### src/rtl/core/motor_soft_ramp_reverser_assert.svh
// ----------------------------------------------------------------------------
// Assertion macros for the motor soft ramp reverser
// Concurrent checks that compile away when SYNTHESIS is defined.
// ----------------------------------------------------------------------------
`ifndef MOTOR_SOFT_RAMP_REVERSER_ASSERT_SVH
`define MOTOR_SOFT_RAMP_REVERSER_ASSERT_SVH

`ifndef SYNTHESIS

// Same-cycle implication, disabled while reset is asserted.
`define MSR_ASSERT_IMP(label, clk, rst_n, ante, cons) \
    label: assert property (@(posedge clk) disable iff (!(rst_n)) (ante) |-> (cons)) \
        else $error("msr assertion failed");

// Next-cycle implication, disabled while reset is asserted.
`define MSR_ASSERT_NEXT(label, clk, rst_n, ante, cons) \
    label: assert property (@(posedge clk) disable iff (!(rst_n)) (ante) |=> (cons)) \
        else $error("msr assertion failed");

`else

`define MSR_ASSERT_IMP(label, clk, rst_n, ante, cons)
`define MSR_ASSERT_NEXT(label, clk, rst_n, ante, cons)

`endif

`endif

### src/rtl/core/msr_pkg.sv
// ----------------------------------------------------------------------------
// msr_pkg
// Shared types and constants of the motor soft ramp reverser.
// ----------------------------------------------------------------------------
package msr_pkg;

    // Default duty counter width.
    localparam int DUTY_WIDTH_DEFAULT = 8;

    // Reset values of the ramp interval register and the target duty.
    localparam logic [7:0] INTERVAL_RESET = 8'd10;
    localparam logic [7:0] TARGET_RESET   = 8'd10;

    // Configuration port: byte address bits and register index codes.
    localparam int CFG_ADDR_W = 3;
    localparam logic REG_RAMP_INTERVAL = 1'b0;

    // Request kinds.
    typedef enum logic [2:0] {
        KIND_TICK      = 3'd0,
        KIND_START     = 3'd1,
        KIND_STOP      = 3'd2,
        KIND_REVERSE   = 3'd3,
        KIND_SET_SPEED = 3'd4
    } t_kind;

    // One input request.
    typedef struct packed {
        t_kind      kind;
        logic [7:0] new_speed;
    } t_in_item;

    // One status result.
    typedef struct packed {
        logic [7:0] duty;
        logic       direction_ccw;
        logic       running;
        logic       reverse_pending;
        logic       ramp_active;
        logic [7:0] target;
    } t_out_item;

endpackage

### src/rtl/core/msr_apb_cfg.sv
// ----------------------------------------------------------------------------
// msr_apb_cfg
// APB-style configuration register holding the ramp interval.
// ----------------------------------------------------------------------------
module msr_apb_cfg
    import msr_pkg::*;
(
    input  logic                  i_clk,
    input  logic                  i_rst_n,
    input  logic                  psel,
    input  logic                  penable,
    input  logic                  pwrite,
    input  logic [CFG_ADDR_W-1:0] paddr,
    input  logic [31:0]           pwdata,
    output logic [31:0]           prdata,
    output logic                  pready,
    output logic [7:0]            o_ramp_interval
);

    logic [7:0] r_ramp_interval;
    logic       wr_en;

    // The register index is the address bit above the word offset.
    assign wr_en  = psel && penable && pwrite && pready
                    && (paddr[CFG_ADDR_W-1] == REG_RAMP_INTERVAL);
    assign pready = 1'b1;

    // Ramp interval register.
    always_ff @(posedge i_clk) begin
        if (!i_rst_n) begin
            r_ramp_interval <= INTERVAL_RESET;
        end else if (wr_en) begin
            r_ramp_interval <= pwdata[7:0];
        end
    end

    // Read back; addresses past the register list read as zero.
    always_comb begin
        if (paddr[CFG_ADDR_W-1] == REG_RAMP_INTERVAL) begin
            prdata = {24'd0, r_ramp_interval};
        end else begin
            prdata = 32'd0;
        end
    end

    assign o_ramp_interval = r_ramp_interval;

endmodule

### src/rtl/core/msr_ctrl.sv
// ----------------------------------------------------------------------------
// msr_ctrl
// Ramp controller state and its update for one request.
// ----------------------------------------------------------------------------
`include "motor_soft_ramp_reverser_assert.svh"

module msr_ctrl
    import msr_pkg::*;
#(
    parameter int DUTY_WIDTH = DUTY_WIDTH_DEFAULT
) (
    input  logic       i_clk,
    input  logic       i_rst_n,
    input  logic       i_step,
    input  t_in_item   i_item,
    input  logic [7:0] i_ramp_interval,
    output t_out_item  o_result
);

    localparam logic [DUTY_WIDTH-1:0] DUTY_ONE = DUTY_WIDTH'(1);

    logic [DUTY_WIDTH-1:0] r_duty, n_duty;
    logic [DUTY_WIDTH-1:0] r_target, n_target;
    logic                  r_dir, n_dir;
    logic                  r_run, n_run;
    logic                  r_rev, n_rev;
    logic                  r_timer_on, n_timer_on;
    logic [7:0]            r_timer_left, n_timer_left;

    // Next state for the request held in the input register.
    always_comb begin
        n_duty       = r_duty;
        n_target     = r_target;
        n_dir        = r_dir;
        n_run        = r_run;
        n_rev        = r_rev;
        n_timer_on   = r_timer_on;
        n_timer_left = r_timer_left;
        unique case (i_item.kind)
            KIND_TICK: begin
                if (r_timer_on) begin
                    if (r_timer_left > 8'd1) begin
                        n_timer_left = r_timer_left - 8'd1;
                    end else if (r_run) begin
                        // Ramp step while running: reversal first winds down.
                        if (r_rev) begin
                            if (r_duty == '0) begin
                                n_dir = !r_dir;
                                n_rev = 1'b0;
                            end else begin
                                n_duty = r_duty - DUTY_ONE;
                            end
                        end else if (r_duty < r_target) begin
                            n_duty = r_duty + DUTY_ONE;
                        end
                        n_timer_left = i_ramp_interval;
                    end else if (r_duty != '0) begin
                        // Ramp step after a stop.
                        n_duty       = r_duty - DUTY_ONE;
                        n_timer_left = i_ramp_interval;
                    end else begin
                        n_timer_on = 1'b0;
                    end
                end
            end
            KIND_START: begin
                if (!r_run) begin
                    n_run        = 1'b1;
                    n_timer_on   = 1'b1;
                    n_timer_left = i_ramp_interval;
                end
            end
            KIND_STOP: begin
                n_run = 1'b0;
            end
            KIND_REVERSE: begin
                n_rev = 1'b1;
            end
            KIND_SET_SPEED: begin
                n_target = DUTY_WIDTH'(i_item.new_speed);
            end
            default: begin
            end
        endcase
    end

    // State registers advance once per processed request.
    always_ff @(posedge i_clk) begin
        if (!i_rst_n) begin
            r_duty       <= '0;
            r_target     <= DUTY_WIDTH'(TARGET_RESET);
            r_dir        <= 1'b0;
            r_run        <= 1'b0;
            r_rev        <= 1'b0;
            r_timer_on   <= 1'b0;
            r_timer_left <= 8'd0;
        end else if (i_step) begin
            r_duty       <= n_duty;
            r_target     <= n_target;
            r_dir        <= n_dir;
            r_run        <= n_run;
            r_rev        <= n_rev;
            r_timer_on   <= n_timer_on;
            r_timer_left <= n_timer_left;
        end
    end

    // Status after the request has been applied.
    always_comb begin
        o_result.duty            = 8'(n_duty);
        o_result.direction_ccw   = n_dir;
        o_result.running         = n_run;
        o_result.reverse_pending = n_rev;
        o_result.ramp_active     = n_timer_on;
        o_result.target          = 8'(n_target);
    end

    // A tick with the timer off leaves the duty alone.
    `MSR_ASSERT_NEXT(a_idle_tick, i_clk, i_rst_n, i_step && (i_item.kind == KIND_TICK) && !r_timer_on, $stable(r_duty))

    // The duty moves by at most one per request.
    `MSR_ASSERT_NEXT(a_duty_step, i_clk, i_rst_n, i_step, (r_duty == $past(r_duty)) || (r_duty == $past(r_duty) + DUTY_ONE) || (r_duty == $past(r_duty) - DUTY_ONE))

    // Direction only flips at zero duty, and that completes the reversal.
    `MSR_ASSERT_IMP(a_flip_at_zero, i_clk, i_rst_n, r_dir != $past(r_dir), (r_duty == '0) && !r_rev)

endmodule

### src/rtl/core/motor_soft_ramp_reverser.sv
// A request accepted into the input register has its result taken into the output
// register when that register is free or draining.
// Throughput: one request per cycle while i_out_ready does not stall the output.
// The input and output registers let a new request enter while a result waits.
// Reset (i_rst_n low, synchronous) clears both channels and the ramp state, sets the
// ramp interval to 10, and the target duty resets to 10.
// ----------------------------------------------------------------------------
// motor_soft_ramp_reverser
// Soft-start DC motor PWM duty controller with ramped direction reversal.
// ----------------------------------------------------------------------------
module motor_soft_ramp_reverser
    import msr_pkg::*;
#(
    parameter int DUTY_WIDTH = DUTY_WIDTH_DEFAULT
) (
    input  logic                  i_clk,
    input  logic                  i_rst_n,
    input  logic                  i_in_valid,
    output logic                  o_in_ready,
    input  t_in_item              i_in_item,
    output logic                  o_out_valid,
    input  logic                  i_out_ready,
    output t_out_item             o_out_item,
    input  logic                  psel,
    input  logic                  penable,
    input  logic                  pwrite,
    input  logic [CFG_ADDR_W-1:0] paddr,
    input  logic [31:0]           pwdata,
    output logic [31:0]           prdata,
    output logic                  pready
);

    logic       r_in_valid;
    t_in_item   r_in_item;
    logic       r_out_valid;
    t_out_item  r_out_item;
    logic       step;
    logic [7:0] ramp_interval;
    t_out_item  result;

    // A held request is processed when the output register is free or draining.
    assign step       = r_in_valid && (!r_out_valid || i_out_ready);
    assign o_in_ready = !r_in_valid || step;

    // Input register.
    always_ff @(posedge i_clk) begin
        if (!i_rst_n) begin
            r_in_valid <= 1'b0;
        end else if (o_in_ready) begin
            r_in_valid <= i_in_valid;
        end
    end

    always_ff @(posedge i_clk) begin
        if (o_in_ready && i_in_valid) begin
            r_in_item <= i_in_item;
        end
    end

    // Output register.
    always_ff @(posedge i_clk) begin
        if (!i_rst_n) begin
            r_out_valid <= 1'b0;
        end else if (step) begin
            r_out_valid <= 1'b1;
        end else if (i_out_ready) begin
            r_out_valid <= 1'b0;
        end
    end

    always_ff @(posedge i_clk) begin
        if (step) begin
            r_out_item <= result;
        end
    end

    assign o_out_valid = r_out_valid;
    assign o_out_item  = r_out_item;

    msr_apb_cfg u_cfg (
        .i_clk           (i_clk),
        .i_rst_n         (i_rst_n),
        .psel            (psel),
        .penable         (penable),
        .pwrite          (pwrite),
        .paddr           (paddr),
        .pwdata          (pwdata),
        .prdata          (prdata),
        .pready          (pready),
        .o_ramp_interval (ramp_interval)
    );

    msr_ctrl #(
        .DUTY_WIDTH (DUTY_WIDTH)
    ) u_ctrl (
        .i_clk           (i_clk),
        .i_rst_n         (i_rst_n),
        .i_step          (step),
        .i_item          (r_in_item),
        .i_ramp_interval (ramp_interval),
        .o_result        (result)
    );

endmodule

### config.mk
export PLATFORM = sky130hd
export DESIGN_NAME = motor_soft_ramp_reverser
export DESIGN_NICKNAME = d
export VERILOG_FILES = /design/src/rtl/core/msr_pkg.sv /design/src/rtl/core/msr_apb_cfg.sv /design/src/rtl/core/msr_ctrl.sv /design/src/rtl/core/motor_soft_ramp_reverser.sv
export VERILOG_INCLUDE_DIRS = /design/src /design/src/rtl/core
export SDC_FILE = /design/constraint.sdc
export NUM_CORES = 1
export LEC_CHECK = 0
export ABC_AREA = 1
export BUFFER_PORTS_ARGS = -buffer_cell sky130_fd_sc_hd__buf_4
export CAP_MARGIN = 20
export CORE_MARGIN = 2
export CORE_UTILIZATION = 40
export CTS_BUF_LIST = sky130_fd_sc_hd__clkbuf_8
export DETAILED_ROUTE_END_ITERATION = 8
export PLACE_DENSITY = 0.67
export SYNTH_ARGS = -nofsm -noshare
export SYNTH_HDL_FRONTEND = slang
export SYNTH_SLANG_ARGS = --single-unit
### constraint.sdc
create_clock -name i_clk -period 2 [get_ports i_clk]
set_clock_uncertainty 0.1 [all_clocks]
set_input_delay 0.4 -clock i_clk [delete_from_list [all_inputs] [get_ports i_clk]]
set_output_delay 0.4 -clock i_clk [all_outputs]
set_load 0.02 [all_outputs]
==> reports/results.tsv, run 1 <==
metric	value	unit
Setup crit end kind	register	
Max-Cap Viols	0	
# rows	35	
Worst Setup SP	u_ctrl.r_duty[1]	
layout cells sized above 1	23.1	%
nets	627	
max frequency	527	MHz
Worst EP required	2010	ps
Leakage	2.21	nW
clock slew at reported path FFs	90	ps
Initial Util	41.1	%
pre-CTS setup slack	12.3	ps
# setup viols final	0	
first-pass GRT wire length	13100	um
Yosys top cell area share	24.6	%
# hold bufs at CTS	0	
clock sink count	69	
synthesized flop and latch total	69	
area added between synthesis and finish	22.3	%
Die Footprint	10200	um^2
Routed WL	7900	um
H-tree depth	3	
Non-Filler Instances	678	
crit path max fanout	6	
CTS tree	built	
height of the die	101	um
final slew viol count	0	
Root Buffer Master	clkbuf_8	
ranking of synthesized cells by area	edfxtp_1, dfxtp_1, nand2_1	
dpl cells	660	
worst hold path class	input port to register	
Post-Syn Area	3780	um^2
DR iter-0 viols	70	
CP most frequent cell	nand2_1	
TritonCTS Buffers	9	
Syn Inst Count	485	
critical setup path kind	register to register	
slowest CP cell	dfxtp_1	
initial antenna violation count	0	
final setup margin	104	ps
Worst EP arrival	1910	ps
P per Cell Area	746	nW/um^2
Detailed Place HPWL	5810	um
Setup crit start kind	register	
post-synth top area cell	edfxtp_1	
Vias/cell	4.72	
Seq/Total Area, Yosys	44.7	%
vias in the first global route	3013	
maximum buffer depth of the clock tree	2	
Pre-antenna DRT Iters	4	
global route overflow	0	
Final Hold Viols	0	
synth warn	0	
worst hold path startpoint	i_in_item[5]	
worst vdd ir	304	uV
Netlist cell types	34	
outcome	finished clean	
routed vias	3201	
largest net degree at the start of global routing	39	
core area	9200	um^2
Critical Path Max Stage Delay	320	ps
GP Congestion	0.905	
WL/cell	11.7	um
Final min period	1900	ps
worst skew pair latency	360	ps
drt drc	0	
crit share post-route	94.8	%
# IOs	108	
die width	101	um
Inserted Diodes	0	
worst reg2reg startpoint	u_ctrl.r_duty[1]	
GRT Total Usage	16.3	%
Mean Syn Cell Area	7.80	um^2
Port Buffers	56	
final antenna-violating net count	0	
RSZ-0062 raised after global routing	true	
critical-path cell list	buf_4 > inv_1 > ha_1 > nand3_2 > nor2_4 > buf_4 > nand2_1 > nand3_1 > nor2_2 > nand2_1 > nand2_1 > nand2_1 > inv_1	
cell families (layout without fill, tap and decap cells):
family,after synthesis,after routing,share of synthesized area [%]
flip-flops,69,69,44.7
XOR/XNOR,9,9,2.08
other,2,25,0.199
adder cells (fa/ha/maj),12,12,3.97
AO/OA/AOI/OAI,98,98,14.2
buffers and inverters,113,172,14.0
AND/OR/NAND/NOR,182,182,20.8
per-stage QoR:
stage / setup TNS (ps) / hold WS (ps) / cell area (um^2) / utilization (%) / power, mW
finish: 0 / 112 / 4620 / 50.3 / 3.45
global route: -10.2 / 89.7 / 4620 / 50.3 / 3.63
CTS: 0 / 92.5 / 4570 / 49.7 / 3.47
detailed placement: 0 / 369 / 4370 / 47.5 / 2.30
global placement: 0 / 362 / 4370 / 47.5 / 2.29
floorplan: 0 / 345 / 3870 / - / 2.12
layer usage:
metal  vias up  wire (um)  global-route usage (%)
li1       1673          -                       -
met1      1429       3450                    18.4
met2        81       3850                    28.1
met3        18        362                    4.07
met4         0        233                    9.36
met5         -          0                       0
placed cells by master (no fill, tap or decap), types with 2 or more instances in the layout:
cell,count
nor2_2,6
xor2_1,8
edfxtp_1,31
nor2_1,40
inv_2,9
nand3_2,2
a21oi_2,3
nand2_1,88
nor3_1,4
conb_1,25
inv_1,65
buf_4,79
clkbuf_8,9
o21ai_0,30
o211ai_1,8
nand3_1,25
clkinv_1,2
dfxtp_1,38
a21oi_1,46
nand4_1,3
ha_1,11
inv_6,2
nand2_2,7
nand2_4,2
a211oi_2,2
o21ai_1,7
worst paths after layout:
check	to	slack (ps)	cells after the start
hold reg to reg	u_cfg.o_ramp_interval[2]	380	2
setup reg to reg	o_out_item[12]	100	13
setup / recovery	o_out_item[12]	100	13
hold / removal	r_in_item[5]	110	1
layout make-up:
cell class,count,area (um^2)
Timing Repair Buffer,80,613
Sequential cell,69,1690
Inverter,76,290
Clock inverter,7,75.1
Fill cell,880,4570
Tap cell,111,139
Clock buffer,9,124
Multi-Input combinational cell,326,1690
registers in the layout, indices dropped and copies added, names as in the netlist:
signal and flops:
o_out_item 20, u_ctrl.r_duty 8, o_out_valid 1, u_ctrl.r_dir 1, u_ctrl.r_run 1, u_ctrl.r_timer_left 8
u_ctrl.r_timer_on 1, r_in_item 11, u_ctrl.r_rev 1, u_cfg.o_ramp_interval 8, u_ctrl.r_target 8, r_in_valid 1
worst max-delay path, delay by kind of cell (launching register included):
| family | cells | cell delay, ps |
|---|---|---|
| and+or+nand+nor | 8 | 650 |
| adders and majority gates | 1 | 180 |
| buffers and inverters | 4 | 400 |
| DFF | 1 | 320 |
synthesized netlist by cell type:
cell type / instances
a211oi_1: 1
a211oi_2: 2
a21oi_1: 47
a21oi_2: 2
and3_1: 1
buf_2: 4
buf_4: 25
clkbuf_1: 8
clkinv_1: 2
conb_1: 2
dfxtp_1: 38
edfxtp_1: 31
ha_1: 12
inv_1: 66
inv_2: 7
inv_6: 1
nand2_1: 90
nand2_2: 6
nand2_4: 1
nand3_1: 26
nand3_2: 1
nand4_1: 3
nand4_2: 1
nor2_1: 43
nor2_2: 3
nor2_4: 1
nor3_1: 5
o211ai_1: 8
o21a_1: 1
o21ai_0: 31
o21ai_1: 6
or2_1: 1
xnor2_1: 1
xor2_1: 8
power by group:
part / leakage, nW / switching [mW] / internal [mW]
sequential: 0.608 / 0.0336 / 1.56
combinational: 1.49 / 0.436 / 0.260
clock: 0.103 / 0.575 / 0.584
total: 2.21 / 1.04 / 2.40
repair_timing:
| item | in CTS | in global routing |
|---|---|---|
| endpoints found under the setup margin | 2 | 20 |
| gates resized for setup | 2 | 12 |
| buffers inserted | 0 | 2 |
| pin swaps | 0 | 3 |
(Power assumes the default switching activity.)
==> inputs of run 2 (changes only) <==
--- a/config.mk
+++ b/config.mk
@@ -13,7 +13,7 @@
 export CORE_UTILIZATION = 40
 export CTS_BUF_LIST = sky130_fd_sc_hd__clkbuf_8
 export DETAILED_ROUTE_END_ITERATION = 8
-export PLACE_DENSITY = 0.67
+export SLEW_MARGIN = 20
 export SYNTH_ARGS = -nofsm -noshare
 export SYNTH_HDL_FRONTEND = slang
 export SYNTH_SLANG_ARGS = --single-unit
==> constraint.sdc (replaced) <==
create_clock -name i_clk -period 2.1 [get_ports i_clk]
set_clock_uncertainty 0.1 [all_clocks]
set_input_delay 0.42 -clock i_clk [delete_from_list [all_inputs] [get_ports i_clk]]
set_output_delay 0.42 -clock i_clk [all_outputs]
set_load 0.02 [all_outputs]
==> run 2 against run 1 <==
  * Final cell count is 2.1% lower
  * First-iteration DRC count is 80% higher
  * Final area shrank 2.4%
  * Sequential share of layout area grew 0.91 points
  * Routed wire length barely moved
  * Via count shrank 1.2%
  * Non-clock buffer count shrank 14
  * Die area unchanged
  * Clock power about the same
  * Total power fell by 3.3%
  * Register-to-register slack gained 80 ps
  * Critical path type unchanged
  * Critical endpoint is now u_ctrl.r_dir
  * Largest cell class unchanged
  * Largest power group unchanged
==> reports/results.tsv, run 2 (same netlist as run 1, synthesis figures left out) <==
metric	value	unit	change
worst hold path class	input port to register		unchanged
final slew viol count	0		unchanged
Die Footprint	10200	um^2	unchanged
Pre-antenna DRT Iters	4		unchanged
crit share post-route	91.1	%	was 94.8%
layout cells sized above 1	20.4	%	was 23.1%
height of the die	101	um	unchanged
max frequency	523	MHz	was 527 MHz
Inserted Diodes	0		unchanged
path depth of the worst reg2reg path	12		was 13
maximum buffer depth of the clock tree	2		unchanged
Non-Filler Instances	664		was 678
GRT Total Usage	16.1	%	was 16.3%
drt drc	0		unchanged
final antenna-violating net count	0		unchanged
# rows	35		unchanged
commonest non-fill, non-tap cell in the layout	nand2_1		unchanged
Routed WL	7910	um	was 7900 um
P per Cell Area	739	nW/um^2	was 746 nW/um^2
number of fill cells	921		was 880
routed vias	3163		was 3201
worst vdd ir	279	uV	was 304 uV
die width	101	um	unchanged
register area	1690	um^2	about the same
Root Buffer Master	clkbuf_8		unchanged
H-tree depth	3		unchanged
Leakage	2.12	nW	was 2.21 nW
clock sink count	69		unchanged
largest net degree at the start of global routing	39		unchanged
worst hold-check slack	134	ps	was 112 ps
critical setup path kind	register to register		unchanged
# IOs	108		unchanged
Detailed Place HPWL	5590	um	was 5810 um
CTS tree	built		unchanged
Worst EP arrival	2070	ps	was 1910 ps
final setup margin	187	ps	was 104 ps
RSZ-0062 raised after global routing	true		unchanged
Max-Cap Viols	0		unchanged
area of the multi-input gates	1670	um^2	was 1690 um^2
nets	613		was 627
max reg flops	20		unchanged
Setup crit end kind	register		unchanged
pre-CTS setup slack	55.2	ps	was 12.3 ps
vias in the first global route	2937		was 3013
first-pass GRT wire length	13000	um	was 13100 um
initial antenna violation count	0		unchanged
area added between synthesis and finish	19.4	%	was 22.3%
hold path depth	1		unchanged
Worst EP required	2260	ps	was 2010 ps
worst skew pair latency	360	ps	about the same
global route overflow	0		unchanged
Port Buffers	56		unchanged
DR iter-0 viols	126		was 70
dpl cells	648		was 660
TritonCTS Buffers	9		unchanged
commonest non-fill, non-tap cells in the layout	nand2_1, inv_1, buf_4, a21oi_1, nor2_1		was nand2_1, buf_4, inv_1, a21oi_1, nor2_1
Initial Util	41.1	%	unchanged
core area	9200	um^2	unchanged
GP Congestion	0.921		was 0.905
Setup crit start kind	register		unchanged
crit path max fanout	8		was 6
Final Hold Viols	0		unchanged
Vias/cell	4.76		was 4.72
outcome	finished clean		unchanged
# setup viols final	0		unchanged
WL/cell	11.9	um	was 11.7 um
clock slew at reported path FFs	80	ps	was 90 ps
Final min period	1910	ps	was 1900 ps
-- run 2: area by class of cell --
| type | instances | share of cell area, % |
|---|---|---|
| Clock buffer | 9 | 2.74 |
| Timing Repair Buffer | 66 | 11.2 |
| Inverter | 76 | 6.48 |
| Tap cell | 111 | 3.08 |
| Clock inverter | 7 | 2.05 |
| Sequential cell | 69 | 37.5 |
| Multi-Input combinational cell | 326 | 36.9 |
-- run 2: final timing paths --
| path | start | end | slack [ps] |
|---|---|---|---|
| hold reg to reg | u_cfg.o_ramp_interval[2] | u_cfg.o_ramp_interval[2] | 380 |
| hold / removal | i_in_item[5] | r_in_item[5] | 130 |
| setup reg to reg | u_ctrl.r_timer_left[0] | u_ctrl.r_dir | 190 |
| setup / recovery | u_ctrl.r_timer_left[0] | u_ctrl.r_dir | 190 |
-- run 2: worst max-delay path: stages, from the launching register on --
cell     delay (ps)
dfxtp_1         330
inv_1           120
ha_2            230
nor2_1           50
inv_1            60
nand3_1          60
nor2_1          140
nand2_2         170
inv_4           150
nand3_1         100
xor2_1          160
o21ai_1         120
inv_1            40
-- run 2: metal layers --
layer | vias to the layer above | GRT usage [%] | wire [um]
li1 | 1646 | - | -
met1 | 1405 | 18.4 | 3460
met2 | 96 | 29.0 | 3870
met3 | 16 | 3.24 | 385
met4 | 0 | 7.38 | 197
met5 | - | 0 | 0
-- run 2: metrics by stage --
stage          total power [mW]  setup TNS [ps]  cell area, um^2  util, %
2_1_floorplan              2.01               0             3870        -
3_3_place_gp               2.16               0             4280     46.5
3_5_place_dp               2.17               0             4280     46.5
6_report                   3.34               0             4520     49.1
5_1_grt                    3.50           -18.8             4520     49.1
4_1_cts                    3.36               0             4490     48.9
-- run 2: what timing repair did --
item | in CTS | in global routing
setup endpoints to repair | 0 | 16
setup buffers | 0 | 0
gates resized for setup | 0 | 8
hold buffers | 0 | 0
-- run 2: power breakdown --
part	leakage [nW]	total [mW]	internal, mW	switching [mW]
clock	0.107	1.19	0.664	0.528
combinational	1.41	0.620	0.219	0.401
sequential	0.608	1.52	1.49	0.0379
total	2.12	3.34	2.37	0.967
==> inputs of run 3 (changes only) <==
--- a/config.mk
+++ b/config.mk
@@ -9,9 +9,11 @@
 export ABC_AREA = 1
 export BUFFER_PORTS_ARGS = -buffer_cell sky130_fd_sc_hd__buf_4
 export CAP_MARGIN = 20
-export CORE_MARGIN = 2
+export CORE_ASPECT_RATIO = 2
+export CORE_MARGIN = 8
 export CORE_UTILIZATION = 40
 export CTS_BUF_LIST = sky130_fd_sc_hd__clkbuf_8
+export CTS_CLUSTER_SIZE = 28
 export DETAILED_ROUTE_END_ITERATION = 8
 export SLEW_MARGIN = 20
 export SYNTH_ARGS = -nofsm -noshare
==> run 3 against run 2 <==
  * Critical path depth down 1
  * Highest routed layer unchanged
  * Final cell count down 0.15%
  * Utilization down 0.089 points
==> reports/results.tsv, run 3 (same netlist as run 1, synthesis figures left out) <==
metric	value	unit	change
outcome	finished clean		unchanged
WL met1	3220	um	was 3460 um
Worst EP required	2100	ps	was 2260 ps
layout cells sized above 1	20.6	%	was 20.4%
max reg flops	20		unchanged
WL met2	4940	um	was 3870 um
initial antenna violation count	0		unchanged
Root Buffer Master	clkbuf_8		unchanged
Leakage	2.15	nW	was 2.12 nW
path depth of the worst reg2reg path	11		was 12
first-pass GRT wire length	14700	um	was 13000 um
FF-to-FF End	o_out_item[12]		was u_ctrl.r_dir
height of the die	153	um	was 101 um
worst hold path startpoint	i_in_item[9]		was i_in_item[5]
Critical Path Stages	11		was 12
TritonCTS Buffers	9		unchanged
clock sink count	69		unchanged
GP Congestion	0.876		was 0.921
worst vdd ir	479	uV	was 279 uV
Worst Hold End	r_in_item[9]		was r_in_item[5]
Worst EP arrival	1910	ps	was 2070 ps
max frequency	524	MHz	was 523 MHz
critical-path cell list	inv_1 > ha_1 > nor2_1 > inv_1 > nand4_1 > nor2_1 > nand3_1 > nor2_2 > nand3_1 > nand2_1 > inv_1		was inv_1 > ha_2 > nor2_1 > inv_1 > nand3_1 > nor2_1 > nand2_2 > inv_4 > nand3_1 > xor2_1 > o21ai_1 > inv_1
CP bufs+invs	3		was 4
critical path's top delay family	simple AND/OR/NAND/NOR gates		unchanged
Setup crit start kind	register		unchanged
R2R setup slack	190	ps	about the same
Routed WL	9060	um	was 7910 um
RSZ-0062 raised after global routing	false		was true
DR WL met3	423	um	was 385 um
CP most frequent cell	inv_1		unchanged
Critical Path Max Stage Delay	300	ps	was 330 ps
worst hold-check slack	143	ps	was 134 ps
# setup viols final	0		unchanged
drt drc	0		unchanged
Vias/cell	4.87		was 4.76
final slew viol count	0		unchanged
DR iter-0 viols	127		was 126
# rows	50		was 35
commonest non-fill, non-tap cells in the layout	nand2_1, buf_4, inv_1, a21oi_1, nor2_1		was nand2_1, inv_1, buf_4, a21oi_1, nor2_1
critical setup path kind	register to register		unchanged
Port Buffers	56		unchanged
clock slew at reported path FFs	80	ps	about the same
Pre-antenna DRT Iters	4		unchanged
Detailed Place HPWL	7100	um	was 5590 um
core area	9260	um^2	was 9200 um^2
crit path max fanout	5		was 8
worst reg2reg startpoint	u_ctrl.r_timer_left[1]		was u_ctrl.r_timer_left[0]
nets	619		was 613
final antenna-violating net count	0		unchanged
commonest non-fill, non-tap cell in the layout	nand2_1		unchanged
hold path depth	1		unchanged
worst hold path class	input port to register		unchanged
Setup crit end kind	register		unchanged
slowest CP cell	dfxtp_1		unchanged
H-tree depth	3		unchanged
global route overflow	0		unchanged
CTS tree	built		unchanged
worst skew pair latency	350	ps	was 360 ps
# IOs	108		unchanged
Final Hold Viols	0		unchanged
max layer used	met4		unchanged
maximum buffer depth of the clock tree	2		unchanged
Initial Util	40.8	%	was 41.1%
area added between synthesis and finish	20.0	%	was 19.4%
largest net degree at the start of global routing	39		unchanged
WL/cell	13.7	um	was 11.9 um
GRT Total Usage	14.4	%	was 16.1%
Total Neg Setup Slack	0	ps	unchanged
crit share post-route	90.9	%	was 91.1%
die width	84.8	um	was 101 um
P per Cell Area	709	nW/um^2	was 739 nW/um^2
# hold bufs at CTS	0		unchanged
Die Footprint	13000	um^2	was 10200 um^2
vias in the first global route	3226		was 2937
Max-Cap Viols	0		unchanged
Final min period	1910	ps	about the same
Inserted Diodes	0		unchanged
routed vias	3229		was 3163
## run 3: layout make-up
type / count / area (um^2)
Clock buffer: 9 / 124
Clock inverter: 7 / 67.6
Fill cell: 926 / 4720
Inverter: 76 / 293
Multi-Input combinational cell: 326 / 1670
Sequential cell: 69 / 1690
Tap cell: 104 / 130
Timing Repair Buffer: 72 / 566
## run 3: worst max-delay path by stage
stage                                 from             end  slack [ps]
global route            u_ctrl.r_target[7]  o_out_item[12]          30
finish              u_ctrl.r_timer_left[1]  o_out_item[12]         190
CTS                 u_ctrl.r_timer_left[1]  o_out_item[12]         100
detailed placement  u_ctrl.r_timer_left[1]  o_out_item[12]         110
global placement        u_ctrl.r_target[7]  o_out_item[12]         140
floorplan                      i_out_ready   o_out_item[0]          40
## run 3: worst reg2reg max path, cell delays in order, from the launching register on
cell and delay (ps):
dfxtp_1 300, inv_1 160, ha_1 180, nor2_1 40, inv_1 60, nand4_1 190, nor2_1 190, nand3_1 100
nor2_2 130, nand3_1 80, nand2_1 100, inv_1 40
## run 3: through the flow
stage / total power [mW] / cells / instance area (um^2) / setup slack [ps] / util (%)
after floorplan: 2.01 / 508 / 3870 / 35.0 / -
after global placement: 2.18 / 647 / 4330 / 137 / 46.7
after detailed placement: 2.20 / 647 / 4330 / 110 / 46.7
after CTS: 3.25 / 663 / 4520 / 95.5 / 48.8
after global routing: 3.39 / 663 / 4540 / 27.5 / 49.0
final: 3.22 / 663 / 4540 / 192 / 49.0
## run 3: repair_timing
item | in CTS | in global routing
resized for setup | 0 | 5
endpoints found under the setup margin | 0 | 10
buffers inserted | 0 | 0
## run 3: metal layers
metal,GRT usage [%],up-vias
li1,-,1663
met1,12.4,1447
met2,27.3,91
met3,3.42,28
met4,10.6,0
met5,0,-
## run 3: report_power, final
group / internal [mW] / switching, mW / total, mW
sequential: 1.49 / 0.0367 / 1.52
combinational: 0.230 / 0.418 / 0.648
clock: 0.541 / 0.506 / 1.05
total: 2.26 / 0.961 / 3.22
